$ cat src/rtl/ubfc_pkg.sv
// Shared types and constants for the URL byte field classifier.
`timescale 1ns / 1ps
package ubfc_pkg;

  // Parser phase
  typedef enum logic [3:0] {
    PH_SCHEME   = 4'd0,
    PH_SLASH1   = 4'd1,
    PH_SLASH2   = 4'd2,
    PH_USERHOST = 4'd3,
    PH_PASSWORD = 4'd4,
    PH_HOST     = 4'd5,
    PH_PORTPASS = 4'd6,
    PH_PORT     = 4'd7,
    PH_PATH     = 4'd8,
    PH_QUERY    = 4'd9,
    PH_FRAG     = 4'd10
  } ubfc_phase_t;

  // Part tags on each result
  localparam logic [3:0] PART_SCHEME     = 4'd0;
  localparam logic [3:0] PART_DELIM      = 4'd1;
  localparam logic [3:0] PART_USERHOST   = 4'd2;
  localparam logic [3:0] PART_USER       = 4'd3;
  localparam logic [3:0] PART_PASSWORD   = 4'd4;
  localparam logic [3:0] PART_HOST       = 4'd5;
  localparam logic [3:0] PART_PORTPASS   = 4'd6;
  localparam logic [3:0] PART_PORT       = 4'd7;
  localparam logic [3:0] PART_PATH       = 4'd8;
  localparam logic [3:0] PART_QUERY      = 4'd9;
  localparam logic [3:0] PART_FRAG       = 4'd10;

  // Resolution codes for pending runs
  localparam logic [2:0] RES_NONE      = 3'd0;
  localparam logic [2:0] RES_USER      = 3'd1;
  localparam logic [2:0] RES_HOST      = 3'd2;
  localparam logic [2:0] RES_HOST_PORT = 3'd3;
  localparam logic [2:0] RES_USER_PASS = 3'd4;

  // Scheme matcher progress
  localparam logic [2:0] MATCH_DONE = 3'd5;
  localparam logic [2:0] MATCH_DEAD = 3'd7;

  localparam logic [15:0] PORT_HTTP  = 16'd80;
  localparam logic [15:0] PORT_HTTPS = 16'd443;
  localparam logic [15:0] PORT_MAX   = 16'hFFFF;

  typedef struct packed {
    ubfc_phase_t phase;
    logic        valid;
    logic [2:0]  match;
    logic        pend_host;
    logic        pend_digits;
    logic        host_nonempty;
    logic [15:0] port_accum;
    logic        port_given;
  } ubfc_state_t;

  typedef struct packed {
    logic [3:0]  part;
    logic [2:0]  res;
    logic        ok;
    logic [15:0] port;
    logic        sec;
  } ubfc_result_t;

  localparam ubfc_state_t STATE_RESET = '{
    phase:         PH_SCHEME,
    valid:         1'b1,
    match:         3'd0,
    pend_host:     1'b0,
    pend_digits:   1'b0,
    host_nonempty: 1'b0,
    port_accum:    16'd0,
    port_given:    1'b0
  };

endpackage

$ cat src/rtl/ubfc_step.sv
// Per-byte classification: next parser state and the result for one byte.
`timescale 1ns / 1ps
module ubfc_step (
  input  ubfc_pkg::ubfc_state_t  st,
  input  logic [7:0]             c,
  input  logic                   last,
  output ubfc_pkg::ubfc_state_t  st_next,
  output ubfc_pkg::ubfc_result_t result
);
  import ubfc_pkg::*;

  function automatic logic is_digit(input logic [7:0] ch);
    return ch inside {[8'h30:8'h39]};
  endfunction

  function automatic logic is_alnum(input logic [7:0] ch);
    return ch inside {[8'h30:8'h39], [8'h41:8'h5A], [8'h61:8'h7A]};
  endfunction

  function automatic logic is_unres(input logic [7:0] ch);
    return is_alnum(ch) || (ch inside {8'h2D, 8'h2E, 8'h5F, 8'h7E});
  endfunction

  // Letters of "https" by matcher position
  function automatic logic [7:0] secure_char(input logic [2:0] idx);
    logic [7:0] ch;
    case (idx)
      3'd0:    ch = 8'h68;
      3'd1:    ch = 8'h74;
      3'd2:    ch = 8'h74;
      3'd3:    ch = 8'h70;
      3'd4:    ch = 8'h73;
      default: ch = 8'h00;
    endcase
    return ch;
  endfunction

  localparam logic [7:0] CH_COLON   = 8'h3A;
  localparam logic [7:0] CH_SLASH   = 8'h2F;
  localparam logic [7:0] CH_AT      = 8'h40;
  localparam logic [7:0] CH_PERCENT = 8'h25;
  localparam logic [7:0] CH_LBRACK  = 8'h5B;
  localparam logic [7:0] CH_HASH    = 8'h23;
  localparam logic [7:0] CH_QMARK   = 8'h3F;
  localparam logic [7:0] CH_PLUS    = 8'h2B;
  localparam logic [7:0] CH_MINUS   = 8'h2D;
  localparam logic [7:0] CH_DOT     = 8'h2E;

  logic [19:0]  digit_sum;
  logic [15:0]  digit_sat;
  ubfc_state_t  nx;
  logic [3:0]   part;
  logic [2:0]   res;
  logic         err;
  logic         fin;
  logic         sec;
  logic [15:0]  port;

  // Decimal accumulate with saturation; a digit's value is its low nibble
  assign digit_sum = {4'd0, st.port_accum} * 20'd10 + {16'd0, c[3:0]};
  assign digit_sat = (|digit_sum[19:16]) ? PORT_MAX : digit_sum[15:0];

  always_comb begin
    nx   = st;
    part = PART_SCHEME;
    res  = RES_NONE;
    err  = 1'b0;

    // Advance the parser while the URL is still valid
    if (st.valid) begin
      case (st.phase)
        PH_SCHEME: begin
          if (is_alnum(c) || c == CH_PLUS || c == CH_MINUS || c == CH_DOT) begin
            part = PART_SCHEME;
            if (st.match < MATCH_DONE && c == secure_char(st.match)) begin
              nx.match = st.match + 3'd1;
            end else begin
              nx.match = MATCH_DEAD;
            end
          end else if (c == CH_COLON) begin
            part = PART_DELIM;
            nx.phase = PH_SLASH1;
          end else begin
            err = 1'b1;
          end
        end
        PH_SLASH1: begin
          if (c == CH_SLASH) begin
            part = PART_DELIM;
            nx.phase = PH_SLASH2;
          end else if (is_alnum(c)) begin
            part = PART_USERHOST;
            nx.pend_host = 1'b1;
            nx.phase = PH_USERHOST;
          end else begin
            err = 1'b1;
          end
        end
        PH_SLASH2: begin
          if (c == CH_SLASH) begin
            part = PART_DELIM;
            nx.phase = PH_USERHOST;
          end else begin
            err = 1'b1;
          end
        end
        PH_USERHOST: begin
          if (is_unres(c) || c == CH_PERCENT) begin
            part = PART_USERHOST;
            nx.pend_host = 1'b1;
          end else if (c == CH_COLON) begin
            part = PART_DELIM;
            nx.phase = PH_PORTPASS;
          end else if (c == CH_AT) begin
            part = PART_DELIM;
            res = RES_USER;
            nx.pend_host = 1'b0;
            nx.phase = PH_HOST;
          end else if (c == CH_SLASH) begin
            part = PART_PATH;
            res = RES_HOST;
            nx.pend_host = 1'b0;
            nx.phase = PH_PATH;
          end else begin
            err = 1'b1;
          end
        end
        PH_PASSWORD: begin
          if (is_alnum(c) || c == CH_PERCENT) begin
            part = PART_PASSWORD;
          end else if (c == CH_AT) begin
            part = PART_DELIM;
            nx.phase = PH_HOST;
          end else begin
            err = 1'b1;
          end
        end
        PH_HOST: begin
          if (c == CH_LBRACK && !st.host_nonempty) begin
            err = 1'b1;
          end else if (is_unres(c) || c == CH_PERCENT) begin
            part = PART_HOST;
            nx.host_nonempty = 1'b1;
          end else if (c == CH_COLON) begin
            part = PART_DELIM;
            nx.phase = PH_PORT;
          end else if (c == CH_SLASH) begin
            part = PART_PATH;
            nx.phase = PH_PATH;
          end else begin
            err = 1'b1;
          end
        end
        PH_PORTPASS: begin
          if (is_digit(c)) begin
            part = PART_PORTPASS;
            nx.port_accum = digit_sat;
            nx.pend_digits = 1'b1;
          end else if (c == CH_SLASH) begin
            part = PART_PATH;
            res = RES_HOST_PORT;
            nx.port_given = st.pend_digits;
            nx.pend_digits = 1'b0;
            nx.pend_host = 1'b0;
            nx.phase = PH_PATH;
          end else if (is_alnum(c) || c == CH_PERCENT) begin
            part = PART_PASSWORD;
            res = RES_USER_PASS;
            nx.pend_digits = 1'b0;
            nx.pend_host = 1'b0;
            nx.port_accum = 16'd0;
            nx.phase = PH_PASSWORD;
          end else begin
            err = 1'b1;
          end
        end
        PH_PORT: begin
          if (is_digit(c)) begin
            part = PART_PORT;
            nx.port_accum = digit_sat;
            nx.pend_digits = 1'b1;
          end else if (c == CH_SLASH) begin
            part = PART_PATH;
            nx.port_given = st.pend_digits;
            nx.pend_digits = 1'b0;
            nx.phase = PH_PATH;
          end else begin
            err = 1'b1;
          end
        end
        PH_PATH: begin
          if (c == CH_HASH) begin
            part = PART_DELIM;
            nx.phase = PH_FRAG;
          end else if (c == CH_QMARK) begin
            part = PART_DELIM;
            nx.phase = PH_QUERY;
          end else begin
            part = PART_PATH;
          end
        end
        PH_QUERY: begin
          if (c == CH_HASH) begin
            part = PART_DELIM;
            nx.phase = PH_FRAG;
          end else if (c == CH_QMARK) begin
            part = PART_DELIM;
          end else begin
            part = PART_QUERY;
          end
        end
        PH_FRAG: begin
          part = PART_FRAG;
        end
        default: begin
          err = 1'b1;
        end
      endcase
      if (err) begin
        nx.valid = 1'b0;
      end
    end

    // Settle open runs on the last byte; digits still open are an error
    if (last && nx.valid) begin
      if (nx.pend_digits) begin
        nx.valid = 1'b0;
      end else if (nx.phase == PH_USERHOST && nx.pend_host) begin
        res = RES_HOST;
      end else if (nx.phase == PH_PORTPASS && nx.pend_host) begin
        res = RES_HOST_PORT;
      end
    end

    if (!nx.valid) begin
      part = PART_SCHEME;
      res  = RES_NONE;
    end

    // Final report: port and scheme only on a valid last byte
    fin  = last && nx.valid;
    sec  = fin && (nx.match == MATCH_DONE);
    port = 16'd0;
    if (fin) begin
      if (nx.port_given) begin
        port = nx.port_accum;
      end else if (sec) begin
        port = PORT_HTTPS;
      end else begin
        port = PORT_HTTP;
      end
    end

    result.part = part;
    result.res  = res;
    result.ok   = nx.valid;
    result.port = port;
    result.sec  = sec;

    // Start over for the next URL
    st_next = last ? STATE_RESET : nx;
  end

endmodule

$ cat src/rtl/url_byte_field_classifier.sv
// Two register stages (input register, then result register); a beat moves on
// once the result register is free. The next parser state is combinational.
// Throughput: one byte per cycle unless the output stalls.
// Reset (rst, synchronous): clears both stages and returns the parser to the
// scheme phase with the URL marked valid.
`timescale 1ns / 1ps
module url_byte_field_classifier (
  input  logic        clk,
  input  logic        rst,
  input  logic        in_valid,
  output logic        in_ready,
  input  logic [7:0]  char_in,
  input  logic        end_of_url,
  output logic        out_valid,
  input  logic        out_ready,
  output logic [7:0]  char_out,
  output logic [3:0]  part,
  output logic [2:0]  resolution,
  output logic        ok,
  output logic        final_res,
  output logic [15:0] port_number,
  output logic        secure_scheme
);
  import ubfc_pkg::*;

  logic          s1_valid;
  logic [7:0]    s1_char;
  logic          s1_last;
  ubfc_state_t   state;
  ubfc_state_t   state_next;
  ubfc_result_t  step_res;
  logic          advance;

  // Move the held beat into the result register when it is free
  assign advance  = s1_valid && (!out_valid || out_ready);
  assign in_ready = !s1_valid || advance;

  ubfc_step u_step (
    .st      (state),
    .c       (s1_char),
    .last    (s1_last),
    .st_next (state_next),
    .result  (step_res)
  );

  // Input register
  always_ff @(posedge clk) begin
    if (rst) begin
      s1_valid <= 1'b0;
    end else if (in_ready) begin
      s1_valid <= in_valid;
    end
    if (in_valid && in_ready) begin
      s1_char <= char_in;
      s1_last <= end_of_url;
    end
  end

  // Parser state advances once per classified beat
  always_ff @(posedge clk) begin
    if (rst) begin
      state <= STATE_RESET;
    end else if (advance) begin
      state <= state_next;
    end
  end

  // Result register
  always_ff @(posedge clk) begin
    if (rst) begin
      out_valid <= 1'b0;
    end else if (advance) begin
      out_valid <= 1'b1;
    end else if (out_ready) begin
      out_valid <= 1'b0;
    end
    if (advance) begin
      char_out      <= s1_char;
      part          <= step_res.part;
      resolution    <= step_res.res;
      ok            <= step_res.ok;
      final_res     <= s1_last;
      port_number   <= step_res.port;
      secure_scheme <= step_res.sec;
    end
  end

endmodule

$ cat config.mk
export PLATFORM = sky130hd
export DESIGN_NAME = url_byte_field_classifier
export DESIGN_NICKNAME = d
export VERILOG_FILES = /design/src/rtl/ubfc_pkg.sv /design/src/rtl/ubfc_step.sv /design/src/rtl/url_byte_field_classifier.sv
export SDC_FILE = /design/constraint.sdc
export NUM_CORES = 1
export LEC_CHECK = 0
export BUFFER_PORTS_ARGS = -buffer_cell sky130_fd_sc_hd__buf_2
export CAP_MARGIN = 20
export CORE_UTILIZATION = 45
export CTS_BUF_LIST = sky130_fd_sc_hd__clkbuf_16
export DETAILED_ROUTE_END_ITERATION = 16
export GPL_ROUTABILITY_DRIVEN = 1
export GPL_TIMING_DRIVEN = 0
export RECOVER_POWER = 25
export SYNTH_ARGS = -nofsm -noshare
export SYNTH_HDL_FRONTEND = slang
export SYNTH_SLANG_ARGS = --single-unit
export TNS_END_PERCENT = 100
$ cat constraint.sdc
create_clock -name clk -period 8.6 [get_ports clk]
set_input_delay 1.72 -clock clk [delete_from_list [all_inputs] [get_ports clk]]
set_output_delay 1.72 -clock clk [all_outputs]
set_load 0.02 [all_outputs]
==> impl_metrics.ini <==
[run_status]
outcome = complete, but fails checks
violations = DRC

[global_routing]
met1_usage = 0.386
grt_pass1_wl_mm = 24.4
grt_use_met2 = 0.354
met3_usage = 0.0506
grt_pass1_vias = 4531
grt_use_total = 0.251
gr-total-overflow = 0
grt_max_degree = 44
grt_busiest_layer = met1
antenna_found_initial = 0

[yosys]
yosysWarnings = 0
postSynthNetCount = 670
netlist_top_cells_area = edfxtp_1 24%, dfxtp_1 11%, ha_1 8.1%, o21ai_0 4.7%, nor2_1 4.2%
synth_area_per_cell_um2 = 8.75
syn_area_mm2 = 0.00542
synth_edf_count = 43
synth_ff_type = edfxtp_1
ys_ff_latch = 73
yosysTopAreaCellShare = 0.238
synth_area_leader_cell = edfxtp_1
synthCells = 620
seq_area_frac_synth = 0.349
synthArstFlopShare = 0
synth_cell_type_count = 82

[final_layout]
final.fill_count = 1106
final_util = 0.529
ff_latch_area_mm2 = 0.00189
final_cell_mix = 61 x nor2_1, 51 x o21ai_0, 46 x nand2_1
multiInputGateArea_mm2 = 0.00328
area_growth_pct = 12.7
layout-drive-gt1-share = 0.127
final_common_cell = nor2_1
fin_nets = 728
n_antenna_cell = 0

[place]
portBuffers = 47
place_hpwl_mm = 11.3
gp_congestion = 0.887

[pwr]
irDropWorstVdd_v = 0.000137
p_per_area_mw_per_mm2 = 138
p_leak_nw = 2.30

[hold_path]
min_path_cells = 0
min-delay-path-class = register to register

[flow_run]
cap_violations = 0

[floorplan]
die_area_mm2 = 0.0125
ios = 49
die_x_um = 112
core_region_area_mm2 = 0.0116
start_util = 0.469
num_rows = 39
die_h_um = 112

[detailed_routing]
viasPerCell = 6.04
num_vias = 4987
drt_iter0_drc = 354
drcViolationCount = 5
drt-total-wl_mm = 15.0
first_pass_iters = 11
drtAntennaViolNets = 0
routedWlPerCell_um = 18.2

[sta]
drv_slew = 0
fin_skew_ns = 0.0120
slew_headroom = 0.248
setup_viol = 0
hold_viol = 0
fin_crit_sh = 0.507
post-route-min-period_ns = 4.36
setup_tns_ns = 0
fmax_ghz = 0.229
tightest_slew_ns = 1.12
rsz0062_at_grt = no

[cts]
htree_levels = 3
clock-sinks = 73
clock_latency_ns = 0.35
clkTransAtPathRegs_ns = 0.06
cts_tree = built
numCtsBuffers = 9
cts_resized = 0
cts-root-buf = clkbuf_16
post-cts-setup-buffer-count = 0
clock_path_buffers = 2
ctsHoldBuffers = 0

[worst_setup_path]
worstPathMaxFanout = 10
cp-start-kind = register
cp.arrival_ns = 4.45
worst_r2r_path_depth = 13
critPathRequiredTime_ns = 8.68
endpoint_kind = register
critical_path_class = register to register
-- flip-flops by register name (all words and copies together) (netlist names) --
register	cells
s1_valid	1
ok	1
s1_last	1
state	28
port_number	16
s1_char	8
out_valid	1
resolution	3
secure_scheme	1
final_res	1
part	4
char_out	8
-- metrics by stage --
stage | std cells | power (mW) | hold slack [ns] | setup slack, ns | area (um^2)
2_1_floorplan | 620 | 0.444 | 0.424 | 4.78 | 5420
3_3_place_gp | 810 | 0.467 | 0.436 | 3.88 | 5840
3_5_place_dp | 810 | 0.467 | 0.462 | 4.28 | 5840
4_1_cts | 826 | 0.852 | 0.476 | 4.23 | 6140
5_1_grt | 826 | 0.875 | 0.481 | 3.79 | 6110
6_report | 826 | 0.845 | 0.468 | 4.24 | 6110
-- layer usage --
metal	vias to the layer above	wire length, um
met5	-	0
met4	0	180
met3	19	884
met2	148	6240
met1	2363	7730
li1	2457	-
-- critical path: stages (launching register included) --
cell and delay [ns]:
dfxtp_1 0.49, ha_1 0.29, ha_1 0.28, buf_2 0.16, a21oi_1 0.28, o31ai_1 0.20, o211a_1 0.24, nor4_1 0.80
nand4_1 0.21, nor4b_2 0.36, o21ai_1 0.17, buf_2 0.22, o221ai_1 0.26, a21oi_1 0.13
-- report_power, final --
group	internal, mW	total [mW]	leakage (nW)	switching (mW)
registers	0.381	0.387	0.652	0.00606
clock network	0.227	0.386	0.142	0.159
logic	0.0221	0.0719	1.51	0.0498
-- Yosys cell counts, types with 5 or more instances --
library cell / n
or3_1: 6
clkbuf_1: 21
nor2b_1: 10
ha_1: 35
a21o_1: 8
a22oi_1: 11
and2_1: 8
and3_1: 5
or2_2: 6
inv_1: 24
edfxtp_1: 43
xor2_1: 10
nand3_1: 7
nand2b_1: 10
o21a_1: 8
nor3_1: 26
nand2_1: 46
nor2_1: 61
o211ai_1: 11
o21ai_0: 51
buf_2: 5
nor4_1: 5
xnor2_1: 19
nand4_1: 7
a211oi_1: 15
a31oi_1: 8
dfxtp_1: 30
a21oi_1: 37
-- final cells by class --
| cell class | count | share of cell area |
|---|---|---|
| Buffer | 31 | 0.0231 |
| Tap cell | 143 | 0.0293 |
| Timing Repair Buffer | 47 | 0.0364 |
| Inverter | 25 | 0.0156 |
| Clock inverter | 7 | 0.0125 |
| Multi-Input combinational cell | 491 | 0.537 |
| Clock buffer | 9 | 0.0368 |
| Sequential cell | 73 | 0.309 |
-- path summary, 6_finish.rpt --
| kind | start | slack (ns) | to |
|---|---|---|---|
| worst min-delay path | s1_last | 0.47 | final_res |
| worst max register to register | state[6] | 4.24 | port_number[15] |
| worst min register to register | s1_last | 0.47 | final_res |
| worst max-delay path | state[6] | 4.24 | port_number[15] |
-- cell families (layout without fill, tap and decap cells) --
family | count (synthesis) | count (layout) | synth area share
compound gates | 201 | 201 | 0.253
xor+xnor | 29 | 29 | 0.0468
fa+ha+maj | 37 | 37 | 0.0881
buf+inv | 56 | 119 | 0.0434
flops | 73 | 73 | 0.349
mux | 5 | 5 | 0.00969
simple gates | 219 | 219 | 0.210
Power figures use the tool's default switching activity.
